===== src/rtl/ffh_ram.sv =====
`timescale 1ns / 1ps
// ffh_ram: generic simple dual-port ram, one write and one registered read port
// depends on nothing
module ffh_ram #(
  parameter int WIDTH = 8,
  parameter int DEPTH = 16
) (
  input  logic                     clk,
  input  logic                     we,
  input  logic [$clog2(DEPTH)-1:0] waddr,
  input  logic [WIDTH-1:0]         wdata,
  input  logic [$clog2(DEPTH)-1:0] raddr,
  output logic [WIDTH-1:0]         rdata
);

  logic [WIDTH-1:0] mem [DEPTH];

  always_ff @(posedge clk) begin
    if (we) begin
      mem[waddr] <= wdata;
    end
    rdata <= mem[raddr];
  end

endmodule


===== config.mk =====
export PLATFORM = sky130hd
export DESIGN_NAME = ffh_ram
export DESIGN_NICKNAME = d
export VERILOG_FILES = /design/src/rtl/ffh_ram.sv
export SDC_FILE = /design/constraint.sdc
export NUM_CORES = 1
export LEC_CHECK = 0
export CORE_ASPECT_RATIO = 2
export CORE_MARGIN = 2
export CORE_UTILIZATION = 32
export CTS_BUF_LIST = sky130_fd_sc_hd__clkbuf_2 sky130_fd_sc_hd__clkbuf_4 sky130_fd_sc_hd__clkbuf_8
export DETAILED_ROUTE_END_ITERATION = 10
export DONT_BUFFER_PORTS = 1
export PLACE_DENSITY = 0.57
export SLEW_MARGIN = 20
export SYNTH_ARGS = -nofsm -noshare
export SYNTH_HDL_FRONTEND = slang
export SYNTH_SLANG_ARGS = --single-unit

===== constraint.sdc =====
create_clock -name clk -period 1.9 [get_ports clk]
set_input_delay 0.19 -clock clk [delete_from_list [all_inputs] [get_ports clk]]
set_output_delay 0.19 -clock clk [all_outputs]
set_load 0.005 [all_outputs]

==> out/qor.txt <==
WORST SETUP PATH
--------------------------------------------------------------------------------------------
Endpoint of the most critical setup path                                            rdata[5]
Capturing element type of the critical path                                         register
Data arrival at the endpoint of the critical path                                    1.66 ns
Reg-to-reg setup timing slack                                                        0.56 ns
Depth of the most critical reg-to-reg path                                                 3
Critical Path Source                                                               mem[0][5]
Setup CP Type                                                                   register to register
CP Data Required Time                                                                2.23 ns
Max FO, Critical Path                                                                      1
End of the worst register-to-register path                                          rdata[5]
Nature of the critical path startpoint                                              register
Launching point of the worst reg2reg path                                          mem[0][5]

POWER AND IR DROP
--------------------------------------------------------------------------------------------
Pwr per Cell Area                                                                 997 nW/um2
Switching part of the total power                                                      0.202
Worst VDD drop                                                                        393 uV
Overall power consumption                                                            5890 uW
Internal Pwr Total                                                                   4700 uW
Portion of total power attributed to sequential cells                                  0.573
Static leakage                                                                    0.00190 uW
Relative contribution of combinational cells to total power                            0.039
NetSw                                                                                1190 uW
Part of the total power dissipated in the clock network                                0.388

CTS
--------------------------------------------------------------------------------------------
Buffers inserted by post-CTS timing repair                                                 0
Clock-pin slew on the worst setup and hold paths                                     0.08 ns
Hold buffers post-CTS                                                                      8
Clock tree root driver cell                                                     sky130_fd_sc_hd__clkbuf_8
Clock tree from TritonCTS                                                              built
Clock insertion delay at the later pin of the skew report                            0.43 ns
CTS Buf Count                                                                             17
CTS Buffer Depth                                                                           2
Depth of the CTS H-tree                                                                    4
Cts repair resizes                                                                         0
Sinks on Clock Net                                                                       136

YOSYS
--------------------------------------------------------------------------------------------
Mapped Avg Cell Area                                                                22.5 um2
Portion of netlist area occupied by mux cells                                          0.150
Top cell type by total area after synthesis                                     sky130_fd_sc_hd__edfxtp_1
Number of synthesized register bits                                                      136
Post-Syn Area                                                                       5150 um2
Number of warnings reported in the yosys synthesis log                                     0
Largest family of logic cells by synthesized area                               multiplexers
Synthesized instance count                                                               229
Number of nets produced by synthesis                                                     247
Part of the Yosys area used for sequential elements                                    0.778
Post-synth EDFFs                                                                         128
Top FF cell, synth                                                              sky130_fd_sc_hd__edfxtp_1
Adder-cell share of the synthesized area                                                   0
Area share of the largest cell type after synthesis                                    0.747
Distinct cell type count of the synthesized netlist                                       19
Most frequent cells after synthesis                                             sky130_fd_sc_hd__edfxtp_1, sky130_fd_sc_hd__mux4_2, sky130_fd_sc_hd__a22oi_1
Synth Area in Compound Gates                                                          0.0233
Ys async rst share                                                                         0
Count leader, synth                                                             sky130_fd_sc_hd__edfxtp_1
Post-synthesis xor/xnor area fraction                                                      0
Cell types with the largest area share after synthesis                          sky130_fd_sc_hd__edfxtp_1, sky130_fd_sc_hd__mux4_2, sky130_fd_sc_hd__mux4_1
Basic-gate share of the synthesized area counting and, or, nand and nor cells         0.0318

GLOBAL ROUTING
--------------------------------------------------------------------------------------------
Global-route wire length before repair                                              15700 um
Via count of the first global-routing pass                                              2558
GRT overflow                                                                               0
Gr usage total                                                                         0.133
Initial antenna violation count                                                            1
Pin count of the biggest net entering global routing                                      33

ROUTING
--------------------------------------------------------------------------------------------
Number of DRC violations after detailed-routing iteration 0                              178
Number of iterations in the first detailed-routing pass                                    4
Overall via count from detail_route                                                     2332
DR WL/cell                                                                           22.0 um
Vias/cell                                                                               4.89
Residual antenna-violating net count after detailed routing                                0
WL final                                                                            10500 um
Post-route DRC violation count                                                             0

FLOW RUN
--------------------------------------------------------------------------------------------
Max-capacitance violation count                                                            0

TIMING
--------------------------------------------------------------------------------------------
Endpoints failing setup                                                                    0
Relative slew slack                                                                    0.516
Count of final max-slew check failures                                                     0
Worst slew pin tran                                                                 0.723 ns
Fin crit share                                                                         0.703
Final critical delay including setup and external delays                             1.34 ns
Unrepaired setup endpoints after global routing                                        false
Final hold viol count                                                                      0
Setup skew after layout                                                            0.0140 ns
Highest clock rate                                                                   748 MHz
Sum Neg Setup Slack                                                                     0 ns

FINAL LAYOUT
--------------------------------------------------------------------------------------------
Fraction of final layout cells with drive strength greater than 1                      0.244
Relative area change from synthesis to final layout                                    14.8%
Number of inserted filler cells in the final layout                                     1475
Area taken by flip-flops and latches                                                4000 um2
Layout Nets                                                                              280
Area occupied by multi-input gates                                                  1060 um2

FLOORPLAN
--------------------------------------------------------------------------------------------
Die Area                                                                           17200 um2
Placeable core area                                                                15800 um2
Height of the die                                                                     183 um
Number of cell rows                                                                       65
Die Width                                                                            93.7 um
Initial core utilization                                                               0.326
I/O Pins                                                                                  26

PLACE
--------------------------------------------------------------------------------------------
DP HPWL                                                                              6950 um
Routability-driven placement congestion ratio                                          0.790
Number of port buffers                                                                     0

MIN PATH
--------------------------------------------------------------------------------------------
Type of the tightest min-delay check                                            input pin to register

RUN STATUS
--------------------------------------------------------------------------------------------
Outcome                                                                            completed

flip-flops by register name, indices dropped and copies added, names as in the netlist:
name   flops
mem      128
rdata      8
how the worst min path moves through the flow:
stage / to / from / depth (start not counted)
after floorplan: mem[0][0] / wdata[0] / 0
after global placement: mem[6][5] / wdata[5] / 0
after detailed placement: mem[7][5] / wdata[5] / 0
after CTS: rdata[2] / raddr[1] / 3
after global routing: rdata[2] / raddr[1] / 3
final: rdata[2] / raddr[1] / 3
critical path: stages (launching register included):
cell,delay [ns]
sky130_fd_sc_hd__edfxtp_1,0.40
sky130_fd_sc_hd__mux4_1,0.51
sky130_fd_sc_hd__a22oi_1,0.24
sky130_fd_sc_hd__nand2_1,0.09
cell type report:
cell class              instances  share of cell area
flip-flops and latches        136               0.677
multi-input cells              83               0.179
clock buffers                  20              0.0455
well taps                     201              0.0425
repair buffers                 24              0.0339
clock inverters                12              0.0214
diodes                          1            0.000423
cell usage in the layout (no fill, tap or decap):
master / instances
sky130_fd_sc_hd__edfxtp_1: 128
sky130_fd_sc_hd__clkbuf_8: 19
sky130_fd_sc_hd__mux4_2: 18
sky130_fd_sc_hd__a22oi_1: 16
sky130_fd_sc_hd__buf_4: 16
sky130_fd_sc_hd__mux4_1: 14
sky130_fd_sc_hd__nor2_1: 13
sky130_fd_sc_hd__nand2_1: 9
sky130_fd_sc_hd__dlygate4sd3_1: 8
sky130_fd_sc_hd__dfxtp_1: 8
sky130_fd_sc_hd__clkinvlp_4: 5
sky130_fd_sc_hd__nor3_1: 4
sky130_fd_sc_hd__clkinv_2: 4
sky130_fd_sc_hd__nand3b_1: 2
sky130_fd_sc_hd__nand2b_1: 2
sky130_fd_sc_hd__bufinv_16: 2
sky130_fd_sc_hd__diode_2: 1
sky130_fd_sc_hd__nor2b_1: 1
sky130_fd_sc_hd__and2_1: 1
sky130_fd_sc_hd__and2b_1: 1
sky130_fd_sc_hd__nand3_1: 1
sky130_fd_sc_hd__or3b_2: 1
sky130_fd_sc_hd__clkinv_4: 1
sky130_fd_sc_hd__clkbuf_4: 1
cell families after synthesis:
| group | after synthesis |
|---|---|
| buffers and inverters | 10 |
| DFF | 136 |
| and+or+nand+nor | 35 |
| muxes | 32 |
| AOI/OAI and AO/OA | 16 |
per-stage QoR:
stage               std cells   util  hold WS, ns  instance area, um2  worst slack, ns
floorplan                 229      -        0.289                5150            0.217
global placement          436  0.344        0.290                5430            0.556
detailed placement        436  0.344        0.290                5430            0.523
CTS                       476  0.374       0.0114                5910            0.534
global route              477  0.375       0.0364                5910            0.491
finish                    477  0.375       0.0439                5910            0.563
routing by layer:
metal	routed length (um)	global-route usage	share of wire
met5	0	0	0
met4	251	0.0667	0.024
met3	445	0.0378	0.042
met2	6130	0.244	0.58
met1	3650	0.132	0.35
power by group through the flow:
| stage | Combinational, uW | Sequential (uW) | Clock [uW] |
|---|---|---|---|
| floorplan | 170 | 3430 | 0 |
| global placement | 185 | 3440 | 0 |
| detailed placement | 186 | 3450 | 0 |
| CTS | 237 | 3380 | 2350 |
| global route | 249 | 3380 | 2460 |
| finish | 232 | 3380 | 2280 |
Note: power is estimated with default switching activity, not from simulation.
